### config.mk
export PLATFORM = sky130hd
export DESIGN_NAME = laser_scan_response_parser_core
export DESIGN_NICKNAME = d
export VERILOG_FILES = /design/src/rtl/lsrp_pkg.sv /design/src/rtl/lsrp_front.sv /design/src/rtl/lsrp_cmd_queue.sv /design/src/rtl/lsrp_back.sv /design/src/rtl/laser_scan_response_parser_core.sv
export SDC_FILE = /design/constraint.sdc
export NUM_CORES = 1
export LEC_CHECK = 0
export ABC_AREA = 1
export ABC_CLOCK_PERIOD_IN_PS = 5750
export BUFFER_PORTS_ARGS = -buffer_cell sky130_fd_sc_hd__buf_2
export CAP_MARGIN = 5
export CORE_MARGIN = 2
export CORE_UTILIZATION = 50
export DETAILED_ROUTE_END_ITERATION = 7
export GPL_TIMING_DRIVEN = 0
export PLACE_DENSITY = 0.69
export SLEW_MARGIN = 10
export SYNTH_ARGS = -nofsm -noshare
export SYNTH_HDL_FRONTEND = slang
export SYNTH_SLANG_ARGS = --single-unit
### constraint.sdc
create_clock -name clk -period 5.75 [get_ports clk]
set_input_delay 1.4375 -clock clk [delete_from_list [all_inputs] [get_ports clk]]
set_output_delay 1.4375 -clock clk [all_outputs]
set_load 0.005 [all_outputs]
### src/rtl/lsrp_pkg.sv
package lsrp_pkg;

  // Byte and character coding of the response stream.
  localparam logic [7:0] LF_BYTE     = 8'h0A;
  localparam logic [5:0] CHAR_OFFSET = 6'h30;

  // Field widths.
  localparam int SIX_W   = 6;
  localparam int VAL_W   = 18;
  localparam int IDX_W   = 11;
  localparam int LINE_W  = 8;
  localparam int HDR_W   = 3;
  localparam int CFG_W   = 11;
  localparam int CFG_A_W = 2;

  // Five characters of a group are held before the sixth completes it.
  localparam int ACC_W = 5 * SIX_W;
  localparam logic [2:0] GROUP_LAST = 3'd5;

  // Command queue between the front and the back.
  localparam int CQ_DEPTH = 4;
  localparam int CQ_PTR_W = $clog2(CQ_DEPTH);
  localparam int CQ_CNT_W = $clog2(CQ_DEPTH + 1);

  // Configuration register indexes.
  localparam logic [CFG_A_W-1:0] REG_POINT_COUNT  = 2'd0;
  localparam logic [CFG_A_W-1:0] REG_DATA_LINES   = 2'd1;
  localparam logic [CFG_A_W-1:0] REG_HEADER_LINES = 2'd2;

  // Reset values of the registers.
  localparam logic [IDX_W-1:0]  POINT_COUNT_RST  = 11'd1081;
  localparam logic [LINE_W-1:0] DATA_LINES_RST   = 8'd102;
  localparam logic [HDR_W-1:0]  HEADER_LINES_RST = 3'd3;

  typedef enum logic [2:0] {
    PH_HEADER  = 3'b001,
    PH_DATA    = 3'b010,
    PH_TRAILER = 3'b100
  } phase_t;

  // One command from the front: a stream character or a rearm marker.
  typedef struct packed {
    logic             rearm;
    logic [SIX_W-1:0] six;
  } cmd_t;

  typedef struct packed {
    logic full;
    logic empty;
  } q_status_t;

  typedef struct packed {
    logic [VAL_W-1:0] distance_mm;
    logic [VAL_W-1:0] reflectance_raw;
    logic [IDX_W-1:0] point_index;
    logic             last_point;
  } result_t;

endpackage

### src/rtl/lsrp_front.sv
module lsrp_front (
  input  logic                       clk,
  input  logic                       rst,
  input  logic                       byte_valid,
  input  logic [7:0]                 rx_byte,
  input  logic [lsrp_pkg::LINE_W-1:0] data_line_count,
  input  logic [lsrp_pkg::HDR_W-1:0]  header_line_count,
  output logic                       cmd_valid,
  output lsrp_pkg::cmd_t             cmd
);
  import lsrp_pkg::*;

  phase_t            phase, phase_next;
  logic [LINE_W-1:0] line_counter, line_counter_next;
  logic [SIX_W-1:0]  held_six, held_six_next;
  logic              held_valid, held_valid_next;

  phase_t            eff_phase;
  logic [LINE_W-1:0] eff_line;
  logic [LINE_W-1:0] line_inc;
  logic              is_lf;

  // Classify the byte against the line structure of the response.
  always_comb begin
    is_lf = (rx_byte == LF_BYTE);
    eff_phase = phase;
    eff_line = line_counter;
    // A header already complete moves to the data phase before the byte is handled.
    if (phase == PH_HEADER && line_counter >= {{(LINE_W-HDR_W){1'b0}}, header_line_count}) begin
      eff_phase = PH_DATA;
      eff_line = '0;
    end
    line_inc = eff_line + 1'b1;

    phase_next = eff_phase;
    line_counter_next = eff_line;
    held_six_next = held_six;
    held_valid_next = held_valid;
    cmd_valid = 1'b0;
    cmd.rearm = 1'b0;
    cmd.six = held_six;

    case (eff_phase)
      PH_HEADER: begin
        if (is_lf) begin
          line_counter_next = line_inc;
          if (line_inc >= {{(LINE_W-HDR_W){1'b0}}, header_line_count}) begin
            phase_next = PH_DATA;
            line_counter_next = '0;
          end
        end
      end
      PH_DATA: begin
        if (is_lf) begin
          // The held character is the sum character of the line and is dropped.
          held_valid_next = 1'b0;
          held_six_next = '0;
          line_counter_next = line_inc;
          if (line_inc >= data_line_count) begin
            phase_next = PH_TRAILER;
            line_counter_next = '0;
          end
        end else begin
          cmd_valid = held_valid;
          held_six_next = rx_byte[SIX_W-1:0] - CHAR_OFFSET;
          held_valid_next = 1'b1;
        end
      end
      PH_TRAILER: begin
        if (is_lf) begin
          phase_next = PH_HEADER;
          line_counter_next = '0;
          held_six_next = '0;
          held_valid_next = 1'b0;
          cmd_valid = 1'b1;
          cmd.rearm = 1'b1;
        end
      end
      default: begin
        phase_next = PH_HEADER;
        line_counter_next = '0;
      end
    endcase

    if (!byte_valid) begin
      phase_next = phase;
      line_counter_next = line_counter;
      held_six_next = held_six;
      held_valid_next = held_valid;
      cmd_valid = 1'b0;
    end
  end

  // Line tracking state.
  always_ff @(posedge clk) begin
    if (rst) begin
      phase <= PH_HEADER;
      line_counter <= '0;
      held_six <= '0;
      held_valid <= 1'b0;
    end else begin
      phase <= phase_next;
      line_counter <= line_counter_next;
      held_six <= held_six_next;
      held_valid <= held_valid_next;
    end
  end

endmodule

### src/rtl/lsrp_cmd_queue.sv
module lsrp_cmd_queue (
  input  logic                clk,
  input  logic                rst,
  input  logic                push_en,
  input  lsrp_pkg::cmd_t      push_cmd,
  input  logic                pop_en,
  output lsrp_pkg::cmd_t      head,
  output lsrp_pkg::q_status_t status
);
  import lsrp_pkg::*;

  cmd_t                slots [CQ_DEPTH];
  logic [CQ_PTR_W-1:0] wr_ptr, rd_ptr;
  logic [CQ_CNT_W-1:0] count;
  logic                do_push, do_pop;

  // Occupancy flags and the oldest entry.
  always_comb begin
    status.full = (count == CQ_CNT_W'(CQ_DEPTH));
    status.empty = (count == '0);
    do_push = push_en && !status.full;
    do_pop = pop_en && !status.empty;
    head = slots[rd_ptr];
  end

  // Entry storage.
  always_ff @(posedge clk) begin
    if (do_push) begin
      slots[wr_ptr] <= push_cmd;
    end
  end

  // Pointers and fill count.
  always_ff @(posedge clk) begin
    if (rst) begin
      wr_ptr <= '0;
      rd_ptr <= '0;
      count <= '0;
    end else begin
      if (do_push) begin
        wr_ptr <= wr_ptr + 1'b1;
      end
      if (do_pop) begin
        rd_ptr <= rd_ptr + 1'b1;
      end
      if (do_push && !do_pop) begin
        count <= count + 1'b1;
      end else if (do_pop && !do_push) begin
        count <= count - 1'b1;
      end
    end
  end

endmodule

### src/rtl/lsrp_back.sv
module lsrp_back (
  input  logic                       clk,
  input  logic                       rst,
  input  lsrp_pkg::cmd_t             head,
  input  logic                       head_valid,
  output logic                       head_take,
  input  logic [lsrp_pkg::IDX_W-1:0] point_count,
  input  logic                       out_pop,
  output logic                       out_valid,
  output lsrp_pkg::result_t          result
);
  import lsrp_pkg::*;

  logic [ACC_W-1:0] acc;
  logic [2:0]       group_pos;
  logic [IDX_W-1:0] point_counter;

  logic                   is_char, is_final, emits, out_free;
  logic [ACC_W+SIX_W-1:0] group;
  logic [IDX_W:0]         next_count;

  // Decide whether the head command can be carried out this cycle.
  always_comb begin
    is_char = head_valid && !head.rearm;
    is_final = (group_pos == GROUP_LAST);
    emits = is_char && is_final && (point_counter < point_count);
    out_free = !out_valid || out_pop;
    head_take = head_valid && (!emits || out_free);
    group = {acc, head.six};
    next_count = {1'b0, point_counter} + 1'b1;
  end

  // Group assembly and point counting.
  always_ff @(posedge clk) begin
    if (rst) begin
      acc <= '0;
      group_pos <= '0;
      point_counter <= '0;
    end else if (head_take) begin
      if (head.rearm) begin
        acc <= '0;
        group_pos <= '0;
        point_counter <= '0;
      end else if (is_final) begin
        acc <= '0;
        group_pos <= '0;
        if (emits) begin
          point_counter <= next_count[IDX_W-1:0];
        end
      end else begin
        acc <= group[ACC_W-1:0];
        group_pos <= group_pos + 1'b1;
      end
    end
  end

  // Result register toward the output channel.
  always_ff @(posedge clk) begin
    if (rst) begin
      out_valid <= 1'b0;
    end else if (head_take && emits) begin
      out_valid <= 1'b1;
    end else if (out_pop) begin
      out_valid <= 1'b0;
    end
  end

  always_ff @(posedge clk) begin
    if (head_take && emits) begin
      result.distance_mm <= group[2*VAL_W-1:VAL_W];
      result.reflectance_raw <= group[VAL_W-1:0];
      result.point_index <= point_counter;
      result.last_point <= (next_count == {1'b0, point_count});
    end
  end

endmodule

### src/rtl/laser_scan_response_parser_core.sv
// Range response parser for a laser scanner, three-character encoding.
// Input channel: write one received byte on rx_byte with push; a beat is
// taken at a clock edge where push is high and full is low.
// Result channel: while empty is low the oldest point is on distance_mm,
// reflectance_raw, point_index and last_point; pop takes that beat.
// Configuration: cfg_we writes cfg_data into register cfg_index at the edge
// (0 point count, 1 data line count, 2 header line count); other indexes
// are ignored. Write only while no response is in flight.
// Throughput is one byte per cycle while full is low. The front tracks
// lines and passes each data character through a four-entry command queue
// to the back, which builds six-character groups and loads a one-beat
// result register. A point is loaded there when the back takes its sixth
// character, which the front passes on with the byte after it; the last
// character of a line waits until it is shown not to be the sum character.
// When the receiver stalls, the back holds its point and runs on until its
// next point is complete; that character waits at the head of the queue,
// the queue fills after three more characters and full rises, so no beat
// is lost. Synchronous reset restores the register defaults (1081, 102, 3),
// clears the queue and the result register and rearms at the header.
module laser_scan_response_parser_core (
  input  logic                         clk,
  input  logic                         rst,
  input  logic                         push,
  output logic                         full,
  input  logic [7:0]                   rx_byte,
  output logic                         empty,
  input  logic                         pop,
  output logic [lsrp_pkg::VAL_W-1:0]   distance_mm,
  output logic [lsrp_pkg::VAL_W-1:0]   reflectance_raw,
  output logic [lsrp_pkg::IDX_W-1:0]   point_index,
  output logic                         last_point,
  input  logic                         cfg_we,
  input  logic [lsrp_pkg::CFG_A_W-1:0] cfg_index,
  input  logic [lsrp_pkg::CFG_W-1:0]   cfg_data
);
  import lsrp_pkg::*;

  logic [IDX_W-1:0]  point_count;
  logic [LINE_W-1:0] data_line_count;
  logic [HDR_W-1:0]  header_line_count;

  logic      byte_valid, cmd_valid, head_take, out_valid;
  cmd_t      cmd, head;
  q_status_t cq_status;
  result_t   result;

  // Configuration registers.
  always_ff @(posedge clk) begin
    if (rst) begin
      point_count <= POINT_COUNT_RST;
      data_line_count <= DATA_LINES_RST;
      header_line_count <= HEADER_LINES_RST;
    end else if (cfg_we) begin
      case (cfg_index)
        REG_POINT_COUNT:  point_count <= cfg_data[IDX_W-1:0];
        REG_DATA_LINES:   data_line_count <= cfg_data[LINE_W-1:0];
        REG_HEADER_LINES: header_line_count <= cfg_data[HDR_W-1:0];
        default: ;
      endcase
    end
  end

  // Channel handshakes.
  assign full = cq_status.full;
  assign byte_valid = push && !full;
  assign empty = !out_valid;

  lsrp_front u_front (
    .clk               (clk),
    .rst               (rst),
    .byte_valid        (byte_valid),
    .rx_byte           (rx_byte),
    .data_line_count   (data_line_count),
    .header_line_count (header_line_count),
    .cmd_valid         (cmd_valid),
    .cmd               (cmd)
  );

  lsrp_cmd_queue u_queue (
    .clk      (clk),
    .rst      (rst),
    .push_en  (cmd_valid),
    .push_cmd (cmd),
    .pop_en   (head_take),
    .head     (head),
    .status   (cq_status)
  );

  lsrp_back u_back (
    .clk         (clk),
    .rst         (rst),
    .head        (head),
    .head_valid  (!cq_status.empty),
    .head_take   (head_take),
    .point_count (point_count),
    .out_pop     (pop && out_valid),
    .out_valid   (out_valid),
    .result      (result)
  );

  assign distance_mm = result.distance_mm;
  assign reflectance_raw = result.reflectance_raw;
  assign point_index = result.point_index;
  assign last_point = result.last_point;

`ifndef ASSERT_OFF
  // Reset leaves no point waiting.
  a_reset_empty: assert property (@(posedge clk) rst |=> empty)
    else $error("result waiting after reset");

  // A waiting point always lies inside the configured scan.
  a_index_range: assert property (@(posedge clk) disable iff (rst)
    !empty |-> point_index < point_count)
    else $error("point index beyond point count");

  // The last-point flag marks exactly the final index of the scan.
  a_last_flag: assert property (@(posedge clk) disable iff (rst)
    !empty |-> (last_point == ({1'b0, point_index} + 1'b1 == {1'b0, point_count})))
    else $error("last point flag inconsistent with index");

  // The command queue cannot report full and empty together.
  a_queue_flags: assert property (@(posedge clk) disable iff (rst)
    cq_status.full |-> !cq_status.empty)
    else $error("command queue flags inconsistent");
`endif

endmodule

# Word-level counts from Yosys, hierarchy flattened
# Memory sizes are Yosys's and may differ from the RTL's. A register that Yosys moved wholly into a read port is not among the register bits.
# Cells that the tools add are included.
[totals]
register_bits = 140
mem_bits_rw = 28
input_bits = 26
out_inout_bits = 50
elab_cells = 115
n_memories = 1
[mem_list]
columns = ["memory", "words", "word_bits", "read_ports", "rd_clocked_by_memory_dff", "write_ports", "line", "source"]
rows = [
  ["u_queue.slots", 4, 7, 1, 1, 1, "lsrp_cmd_queue.sv:12", "cmd_t slots [CQ_DEPTH];"],
]
[op_classes]
add_sub_neg = 8
n_lt_le_gt_ge = 4
n_eq_ne = 11
mux = 39
n_reduce_logical = 34
[ops]
columns = ["cell", "n"]
rows = [
  ["30-bit 2-to-1 mux", 2],
  ["8-bit 2-to-1 mux", 6],
  ["11-bit 2-to-1 mux", 3],
  ["3-bit 2-to-1 mux", 10],
  ["8-bit one-hot mux with 3 select lines", 1],
  ["8-bit by 3-bit greater-or-equal comparator with 1-bit output", 2],
  ["11-bit by 1-bit adder with 12-bit output, second input constant", 1],
  ["12-bit by 11-bit == test with 1-bit output", 1],
  ["1-bit logical AND", 12],
  ["6-bit 2-to-1 mux", 2],
  ["6-bit one-hot mux with 2 select lines", 1],
  ["11-bit < comparator", 1],
  ["2-bit nonzero test", 5],
  ["3-bit == test, second input constant", 3],
  ["1-bit 2-to-1 mux", 9],
  ["3-bit one-hot mux with 3 select lines", 1],
  ["8-bit by 1-bit adder with 8-bit output, second input constant", 1],
  ["8-bit by 4-bit == test with 1-bit output, second input constant", 1],
  ["8-bit greater-or-equal comparator", 1],
  ["2-bit AND reduction", 4],
  ["1-bit logical NOT", 7],
  ["3-bit by 1-bit adder with 3-bit output, second input constant", 2],
  ["3-bit by 1-bit == test with 1-bit output, second input constant", 2],
  ["3-bit AND reduction", 2],
  ["12 further kinds", 16],
]

# Depth between registers and ports, before layout
# Gate-level depths: netlist of run 1.
[logic_depth]
ltp_word = 12
ltp_mapped = 33
mapped_depth_nobuf = 33

# Hierarchy
# Synthesis of run 1 repeated with hierarchy kept, for this count alone.
[unflattened]
cells_unflattened = 1019
area_unflattened_um2 = 8285.4
[by_module_without_submodules]
columns = ["mod", "n_inst", "cells_each", "area_per_inst_um2", "seq_area_each_um2"]
rows = [
  ["lsrp_back", 1, 495, 4140.2, 2342.2],
  ["lsrp_front", 1, 256, 1576.5, 360.3],
  ["lsrp_cmd_queue", 1, 137, 1574.0, 1021.0],
  ["laser_scan_response_parser_core", 1, 131, 994.7, 440.4],
]

# Worst setup path before layout of run 1
# No wires, ideal clock.
[synth_path]
path_kind = "input-to-reg"
start = "in rx_byte[4]"
end = "reg u_queue.count[2]"
setup_ns = 0.122
arrival_time_ns = 3.728
required_time_ns = 5.628
setup_slack_ns = 1.899
stages = 19
path_buffers = 0
cell_sequence = "inv_1 -> ha_1 -> nand3_1 -> nor4_4 -> inv_1 -> nor2_1 -> inv_1 -> nand2_1 -> nand2_2 -> inv_2 -> nand2_2 -> inv_1 -> ha_1 -> inv_1 -> fa_1 -> a21oi_1 -> o21ai_0 -> o21ai_0 -> a21oi_1"
[synth_between]
elab_chain_len = 8
[synth_rtl]
columns = ["element", "line", "source"]
rows = [
  ["start: declaration", "laser_scan_response_parser_core.sv:25", "input logic [7:0] rx_byte,"],
  ["8-bit by 4-bit == test with 1-bit output *", "lsrp_front.sv:25", "is_lf = (rx_byte == LF_BYTE);"],
  ["1-bit 2-to-1 mux", "lsrp_front.sv:70", "if (is_lf) begin"],
  ["1-bit one-hot mux with 2 select lines *", "lsrp_front.sv:43", "case (eff_phase)"],
  ["1-bit 2-to-1 mux *", "lsrp_front.sv:85", "if (!byte_valid) begin"],
  ["1-bit logical AND *", "lsrp_cmd_queue.sv:21", "do_push = push_en && !status.full;"],
  ["via u_queue.do_push", "lsrp_cmd_queue.sv:15", "logic do_push, do_pop;"],
  ["1-bit logical NOT", "lsrp_cmd_queue.sv:48", "end else if (do_pop && !do_push) begin"],
  ["1-bit logical AND", "lsrp_cmd_queue.sv:48", ""],
  ["2-bit nonzero test (no line)", "-", ""],
  ["end signal: assignment", "lsrp_cmd_queue.sv:47", "count <= count + 1'b1;"],
  ["end signal: assignment", "lsrp_cmd_queue.sv:49", "count <= count - 1'b1;"],
  ["end: declaration", "lsrp_cmd_queue.sv:14", "logic [CQ_CNT_W-1:0] count;"],
]
# The timed path passes the listed nets; every way through them passes the cells marked *.
# A chain may end at the register's enable or synchronous reset.

# Worst setup path in the final report of run 1
# Same ends and word-level chain as after synthesis.

==> impl_metrics.ini, run 1 <==
[sta]
period_needed_ns = 3.952
setup_tns_ns = 0
final-hold-violation-count = 0
finalSetupViolCount = 0
setup_slack_ns = 1.799
worstMarginPinSlew_ns = 1.001
slew_viol_final = 0
maxSlewHeadroom = 0.3276
min_period_over_period = 0.6872
fmax_mhz = 253.1
rsz0062_at_grt = false
fin_skew_ns = 0.008908

[synthesis]
synth_common_cells = nand2_1, dfxtp_1, inv_1, a21oi_1, edfxtp_1
ys_types = 44
synth_mux_area_frac = 0
syn-instance-count = 827
synth-simple-area-share = 0.1816
async_reset_ff_frac = 0
syn_avg_cell_area_um2 = 9.146
synth.most_common_cell = nand2_1
synth_area_leaders = edfxtp_1, dfxtp_1, nand2_1
ys_seq_elements = 170
synth_edf_count = 76
ys_seq_area_frac = 0.5505
syn_area_um2 = 7564
synth_top_family_by_area = simple AND/OR/NAND/NOR gates
synth_compound_area_frac = 0.1292
synth_xor_area_frac = 0.01505
synthAdderAreaFrac = 0.05558
post-synth-top-area-fraction = 0.3017
ys.warnings.count = 0
synth_flop_cell = dfxtp_1
synth_nets = 886
synth_top_cell_by_area = edfxtp_1

[final_layout]
fin_nets = 979
nFillCells = 1287
fin_cells = 1117
antenna_cells = 0
syn_to_final_growth_pct = 15.67
drive_gt1_frac = 0.1554

[power]
p_leak_uw = 0.003709
vdd_drop_max_v = 0.0002219
p_per_area_nw_per_um2 = 361.0

[grt]
grt_pass1_vias = 5174
grt_max_degree = 50
overflow = 0
grt_pass1_wl_um = 24560
antenna_found_initial = 0
grt_usage = 0.1937

[clocking]
insertion_delay_ns = 0.42
hold_buffers = 0
cts_buffer_depth = 2
cts.htree.levels = 4
cts_tree = built
postCtsResizedCells = 0
cts.sinks = 170
clk_pin_slew_ns = 0.06
post-cts-setup-buffer-count = 0
numCtsBuffers = 17
root_buffer = clkbuf_16

[place]
port_buffers = 74
pre_cts_slack_ns = 1.315
hpwl_um = 11420
gp_congestion = 0.9101
dp.cells = 1085

[setup_path]
end_kind = register
crit_top_cell = inv_1
cp_num_buf_inv = 7
path_max_fanout = 9
crit_type = in2reg
slowest_stage = fa_1
critPathMaxStageDelay_ns = 0.39
cp.arrival_ns = 4.25
cp_top_family = simple AND/OR/NAND/NOR gates
required_ns = 6.05
crit_chain = buf_2 > inv_1 > ha_1 > nand3_1 > nor4_4 > inv_1 > nor2_1 > inv_1 > nand2_1 > nand2_2 > inv_2 > nand2_2 > inv_1 > ha_1 > inv_1 > fa_1 > a21oi_1 > o21ai_0 > o21ai_0 > a21oi_1
worstSetupStartpointType = input port

[die]
die_y_um = 127.0
die_w_um = 127.0
rows = 44
dieArea_um2 = 16130
core_area_um2 = 14640
initial_utilization = 0.5165
io_pins = 76

[route]
wire_per_inst_um = 13.64
drt_iter0_markers = 359
via_count = 5690
first_pass_iters = 5
viasPerCell = 5.094
final_antenna_net_count = 0
drt_wl_total_um = 15240
drc_errors = 0

[worst_hold_path]
hold_class = reg2reg

[status]
status = completed

[run]
drv_cap = 0
-- logic make-up (layout without fill, tap and decap cells) --
group,count (synthesis),count (layout)
DFF,170,170
and+or+nand+nor,311,311
AOI/OAI and AO/OA,172,172
buffers and inverters,128,234
adders and majority gates,33,33
xor gates and xnor gates,13,13
-- metal layers --
layer  track usage  vias to the layer above  wire [µm]
met4       0.08016                        0        297
li1              -                     2985          -
met1        0.2468                     2571       7130
met2        0.3248                      111       7208
met3       0.03853                       23        602
met5             0                        -          0
-- final timing paths --
path	slack [ns]	depth (start not counted)	start	end
worst max-delay path	1.80	20	rx_byte[4]	u_queue.count[2]
worst min-delay path	0.43	0	u_back.acc[25]	u_back.result[43]
worst max register to register	2.24	32	u_front.line_counter[0]	u_front.line_counter[0]
worst min register to register	0.43	0	u_back.acc[25]	u_back.result[43]
-- sequential cells by signal, indices dropped and copies added (netlist names), named ones only --
name,count
u_back.result,48
u_back.acc,30
u_queue.slots,28
point_count,11
u_back.point_counter,11
data_line_count,8
u_front.line_counter,8
u_front.held_six,6
header_line_count,3
u_back.group_pos,3
u_front.phase,3
u_queue.count,3
u_queue.rd_ptr,2
u_queue.wr_ptr,2
u_back.out_valid,1
u_front.held_valid,1
-- stage by stage --
stage | cell area, µm² | power, µW | util | hold WS [ns]
floorplan | 7564 | 1892 | - | 0.4086
global placement | 8164 | 2050 | 0.5575 | 0.4175
detailed placement | 8164 | 2064 | 0.5575 | 0.4135
CTS | 8748 | 3172 | 0.5974 | 0.4284
global route | 8748 | 3307 | 0.5974 | 0.4343
finish | 8748 | 3158 | 0.5974 | 0.4282
-- layout make-up --
class / instances / area [µm²] / area share
well taps: 184 / 230.2 / 0.02632
clock buffers: 19 / 442.9 / 0.05063
repair buffers: 74 / 370.4 / 0.04233
plain buffers: 30 / 146.4 / 0.01673
flip-flops and latches: 170 / 4164 / 0.4760
clock inverters: 13 / 141.4 / 0.01616
inverters: 98 / 367.9 / 0.04205
multi-input cells: 529 / 2885 / 0.3298
-- power by group --
part | leakage [µW] | switching (µW) | internal (µW)
registers | 0.00154 | 60.5 | 1340
clock network | 0.000282 | 460 | 653
logic | 0.00189 | 437 | 211
-- layout by cell type, fill, tap and decap left out, drive strengths merged --
cell      instances
clkinv            6
bufinv            2
dfxtp            94
xor2             12
fa                1
or2               2
xnor2             1
nor3              7
o211a             1
o21ai            55
a32oi             1
edfxtp           76
buf              86
nand2           161
clkbuf           37
a221oi            1
a211oi            2
a31oi             1
nor3b             1
inv             101
o2111a            1
o211ai           12
o22ai             7
clkinvlp          2
ha               32
a311oi            1
a21oi            87
nor4              4
nand3            71
o21bai            3
nand4             4
nor2             61
Power figures use the tool's default switching activity.
==> inputs of run 2 (changes only) <==
- ABC_AREA: 1 -> 0
- ABC_CLOCK_PERIOD_IN_PS: 5750 -> 4050
- clock period: 5.75 -> 4.05 ns (I/O delays scaled with it)
==> run 2 against run 1 <==
Cell count fell by 7.3%. Die area up 0.59%. Worst setup slack worse by 1.5 ns. Critical path depth decreased by 5. First-iteration DRC count down 6.1%. Critical path type is now reg2reg. Final area increased by 1.9%. Non-clock buffer count is 12 higher.
==> impl_metrics.ini, run 2 <==
[final_layout]
final_util = 0.5933
fin_nets = 894
layout_commonest_cell = dfxtp_1
largest_reg_flops = 48
fin_cells = 1036
nFillCells = 1238
antenna_cells = 0
layout_common_cells = dfxtp_1, buf_2, edfxtp_1
reg_top3 = u_back.result x48, u_back.acc x30, u_queue.slots x28
multiInputGateArea_um2 = 3242
syn_to_final_growth_pct = 17.20
drive_gt1_frac = 0.1769
seq_area_um2 = 4165
top_register = u_back.result

[synthesis]
async_reset_ff_frac = 0
post-synth-top-area-fraction = 0.2999
syn_avg_cell_area_um2 = 10.37
synth_top_cell_by_area = edfxtp_1
syn_area_um2 = 7610
synth_nets = 793
synth_area_leaders = edfxtp_1, dfxtp_1, ha_1
synth_common_cells = dfxtp_1, edfxtp_1, nand2_1, a21oi_1, nor2_1
ys_seq_area_frac = 0.5472
synth_flop_cell = dfxtp_1
ys_seq_elements = 170
syn-instance-count = 734
synth.most_common_cell = dfxtp_1
ys_types = 68
synth_edf_count = 76
ys.warnings.count = 0

[sta]
fmax_mhz = 267.5
maxSlewHeadroom = 0.4853
period_needed_ns = 3.738
setup_tns_ns = 0
finalSetupViolCount = 0
rsz0062_at_grt = false
fin_skew_ns = 0.009975
final-hold-violation-count = 0
min_period_over_period = 0.9229
worstMarginPinSlew_ns = 0.7640
slew_viol_final = 0

[clocking]
root_buffer = clkbuf_16
clk_pin_slew_ns = 0.06
insertion_delay_ns = 0.43
numCtsBuffers = 17
hold_buffers = 0
cts_tree = built
cts_buffer_depth = 2
cts.htree.levels = 4
cts.sinks = 170

[place]
port_buffers = 74
dp.cells = 998
hpwl_um = 11790
gp_congestion = 0.9136

[status]
status = completed

[route]
drt_wl_total_um = 16220
drt_iter0_markers = 337
viasPerCell = 5.521
via_count = 5720
final_antenna_net_count = 0
first_pass_iters = 5
wire_per_inst_um = 15.66
drc_errors = 0

[grt]
overflow = 0
antenna_found_initial = 0
grt_pass1_wl_um = 26590
grt_max_degree = 23
grt_pass1_vias = 5402
grt_usage = 0.2065

[setup_path]
r2r_slack_ns = 0.31
worstSetupStartpointType = register
ff2ff_path_depth = 15
cp.arrival_ns = 4.09
required_ns = 4.40
r2r_end = u_queue.count[2]
r2r_start = u_front.line_counter[0]
end_kind = register
crit_type = reg2reg
path_max_fanout = 8

[worst_hold_path]
min_from = u_back.acc[24]
whs_endpoint = u_back.result[42]
hold_class = reg2reg
hold_depth = 0

[die]
core_area_um2 = 15030
rows = 45
die_w_um = 127.4
dieArea_um2 = 16220
initial_utilization = 0.5062
die_y_um = 127.4
io_pins = 76

[power]
pwr-share-seq = 0.471
p_sw_frac = 0.2875
switchingPower_uw = 1176
p_leak_uw = 0.003458
internal_power_uw = 2914
vdd_drop_max_v = 0.0002971
p_per_area_nw_per_um2 = 458.6
p_comb_frac = 0.162
clock_power_share = 0.367

[run]
drv_cap = 0
run 2: cell types whose count changed after synthesis, sizes merged, moves of 11 or more:
cell,delta
xnor2,+13
a21oi,-22
o21ai,-26
a31oi,+12
nand2,-87
nand2b,+11
inv,-60
nand3,-18
run 2: how the worst max path moves through the flow:
stage,to,slack (ns),startpoint
2_1_floorplan,u_front.line_counter[6],0.58,u_front.phase[0]
3_3_place_gp,u_back.result[12],0.004,u_back.point_counter[7]
3_5_place_dp,u_front.line_counter[6],-0.09,u_front.phase[0]
4_1_cts,u_queue.count[2],0.04,u_back.point_counter[7]
5_1_grt,u_front.line_counter[6],0.02,header_line_count[1]
6_report,u_queue.count[2],0.31,u_front.line_counter[0]
run 2: per-stage QoR:
stage | hold slack, ns | instance area [µm²] | total power (µW) | setup slack [ns]
CTS | 0.4472 | 8833 | 4105 | 0.03617
detailed placement | 0.4332 | 8257 | 2611 | -0.08800
global route | 0.4537 | 8919 | 4272 | 0.02119
floorplan | 0.4081 | 7621 | 2433 | 0.5780
global placement | 0.4237 | 8227 | 2590 | 0.004227
finish | 0.4488 | 8919 | 4090 | 0.3122
run 2: metal layers:
| layer | routed length (µm) | global-route usage | up-vias |
|---|---|---|---|
| met5 | 0 | 0 | - |
| met2 | 7934 | 0.3407 | 175 |
| met3 | 874 | 0.04229 | 21 |
| li1 | - | - | 2845 |
| met4 | 233 | 0.08209 | 0 |
| met1 | 7179 | 0.2682 | 2679 |
run 2: logic make-up (layout without fill, tap and decap cells):
logic type / after synthesis / count (layout) / share of synthesized area
simple gates: 263 / 263 / 0.1703
flops: 170 / 170 / 0.5472
mux: 15 / 15 / 0.02992
fa+ha+maj: 33 / 33 / 0.05524
buf+inv: 72 / 186 / 0.03683
compound gates: 154 / 154 / 0.1294
xor+xnor: 27 / 27 / 0.03108
run 2: repair_timing:
item | CTS | global route
pin swaps | 0 | 2
setup buffers | 0 | 6
endpoints found under the setup margin | 5 | 8
hold endpoints to repair | 0 | 0
gates resized for setup | 4 | 9
run 2: worst max-delay path, cell delays in order (launching register included):
cell and delay, ns:
dfxtp_1 0.35, inv_1 0.09, ha_1 0.28, nor2_1 0.04, a21o_1 0.23, buf_4 0.15, buf_4 0.12, a211o_1 0.36
or3b_1 0.43, a21oi_4 0.26, ha_1 0.24, inv_1 0.06, fa_1 0.38, xor2_1 0.19, or3_1 0.33, a21oi_1 0.14
run 2: cell type report:
class | instances | area share
Sequential cell | 170 | 0.4670
Multi-Input combinational cell | 492 | 0.3635
Clock buffer | 21 | 0.05163
Timing Repair Buffer | 82 | 0.04994
Tap cell | 188 | 0.02637
Inverter | 38 | 0.01599
Buffer | 34 | 0.01543
Clock inverter | 11 | 0.01010
run 2: power by group through the flow:
stage	Combinational (µW)	Sequential, µW	Clock (µW)
5_1_grt	741	1940	1590
4_1_cts	656	1930	1520
6_report	664	1930	1500
2_1_floorplan	489	1940	0
3_5_place_dp	648	1960	0
3_3_place_gp	633	1960	0
==> inputs of run 3 (changes only) <==
- CTS_CLUSTER_SIZE: unset -> 20
- PLACE_DENSITY: 0.69 -> 0.68
==> run 3 against run 2 <==
Via count grew 1.7%. Combinational power is essentially flat. Clock power is 7% higher. Critical endpoint is now u_front.phase[2]. Largest cell class unchanged.
==> impl_metrics.ini, run 3 (synthesized netlist as in run 2, its figures left out) <==
[final_layout]
reg_top3 = u_back.result x48, u_back.acc x30, u_queue.slots x28
final_util = 0.5962
design_area_um2 = 8962
fin_nets = 896
syn_to_final_growth_pct = 17.77
antenna_cells = 0
largest_reg_flops = 48
drive_gt1_frac = 0.1776
layout_commonest_cell = dfxtp_1
layout_common_cells = dfxtp_1, buf_2, edfxtp_1
top_register = u_back.result

[route]
first_pass_iters = 5
via_count = 5815
viasPerCell = 5.602
wire_per_inst_um = 15.57
drt_iter0_markers = 376
final_antenna_net_count = 0
drt_wl_total_um = 16160
drc_errors = 0

[clocking]
cts_tree = built
cts.htree.levels = 4
clk_pin_slew_ns = 0.07
hold_buffers = 0
insertion_delay_ns = 0.43
cts_buffer_depth = 2
root_buffer = clkbuf_16
numCtsBuffers = 17
cts.sinks = 170

[place]
gp_congestion = 0.9220
dpl_cell_area_um2 = 8257
hpwl_um = 11700
port_buffers = 74

[setup_path]
worstSetupStartpointType = register
end_kind = register
crit_type = reg2reg
required_ns = 4.40
cp.arrival_ns = 4.18
path_max_fanout = 6

[die]
rows = 45
dieArea_um2 = 16220
initial_utilization = 0.5062
die_w_um = 127.4
core_area_um2 = 15030
io_pins = 76
die_y_um = 127.4

[power]
internal_power_uw = 3007
switchingPower_uw = 1194
p_comb_frac = 0.159
p_sw_frac = 0.2843
p_per_area_nw_per_um2 = 468.8
clock_power_share = 0.383
pwr-share-seq = 0.458
vdd_drop_max_v = 0.0003384
p_leak_uw = 0.003482

[worst_hold_path]
hold_class = reg2reg

[sta]
slew_viol_final = 0
final-hold-violation-count = 0
finalSetupViolCount = 0
period_needed_ns = 3.837
worstMarginPinSlew_ns = 0.7717
fin_skew_ns = 0.009877
min_period_over_period = 0.9473
maxSlewHeadroom = 0.4801
fmax_mhz = 260.6

[grt]
antenna_found_initial = 0
grt_pass1_wl_um = 26690
overflow = 0
grt_pass1_vias = 5466
grt_max_degree = 23
grt_usage = 0.2065

[status]
status = completed

[run]
drv_cap = 0
run 3: worst paths after layout:
path / startpoint / endpoint / slack (ns) / cells after the start
worst min register to register: u_back.acc[27] / u_back.result[45] / 0.43 / 0
worst max register to register: u_front.phase[0] / u_front.phase[2] / 0.21 / 18
worst min-delay path: u_back.acc[27] / u_back.result[45] / 0.43 / 0
worst max-delay path: u_front.phase[0] / u_front.phase[2] / 0.21 / 18
run 3: layout make-up:
type	count	area [µm²]
multi-input cells	492	3233
well taps	188	235.2
repair buffers	84	460.4
fillers	1220	6071
inverters	38	142.6
clock buffers	18	429.2
clock inverters	14	160.2
plain buffers	34	137.6
flip-flops and latches	170	4164
run 3: power groups by stage:
stage	registers, µW	clock network (µW)	logic, µW
after floorplan	1940	0	489
after global placement	1960	0	632
after detailed placement	1960	0	657
after CTS	1930	1630	663
after global routing	1940	1700	737
final	1930	1610	667
run 3: repair_timing:
item                                    CTS  global route
endpoints found under the setup margin    4             8
gates resized for setup                   3             7
setup buffers                             0             8
pin swaps                                 0             4
run 3: worst max-delay path, cell delays in order, from the launching register on:
cell and delay [ns]:
dfxtp_1 0.45, inv_2 0.09, or3_1 0.36, buf_2 0.17, a31oi_4 0.27, nor2b_1 0.09
ha_1 0.25, nand3_2 0.13, xnor2_1 0.13, nor2_1 0.07, ha_1 0.31, o21ai_0 0.10
o21bai_1 0.14, a31oi_1 0.13, buf_4 0.16, o21ai_1 0.13, nand2b_1 0.15, a311o_1 0.40
a31oi_1 0.21
run 3: per-stage QoR:
step / total power (µW) / setup WS [ns] / cells / hold slack (ns) / setup TNS, ns
floorplan: 2433 / 0.5780 / 734 / 0.4081 / 0
global placement: 2590 / 0.01858 / 996 / 0.4232 / 0
detailed placement: 2620 / -0.1092 / 998 / 0.4244 / -0.4072
CTS: 4219 / 0.04338 / 1030 / 0.4335 / 0
global route: 4378 / -0.02953 / 1038 / 0.4580 / -0.02953
finish: 4202 / 0.2133 / 1038 / 0.4290 / 0
run 3: per-layer routing:
layer	vias up	global-route usage	share of wire
met3	32	0.04104	0.046
met1	2769	0.2720	0.45
met2	158	0.3372	0.48
met4	0	0.08274	0.023
li1	2856	-	-
met5	-	0	0
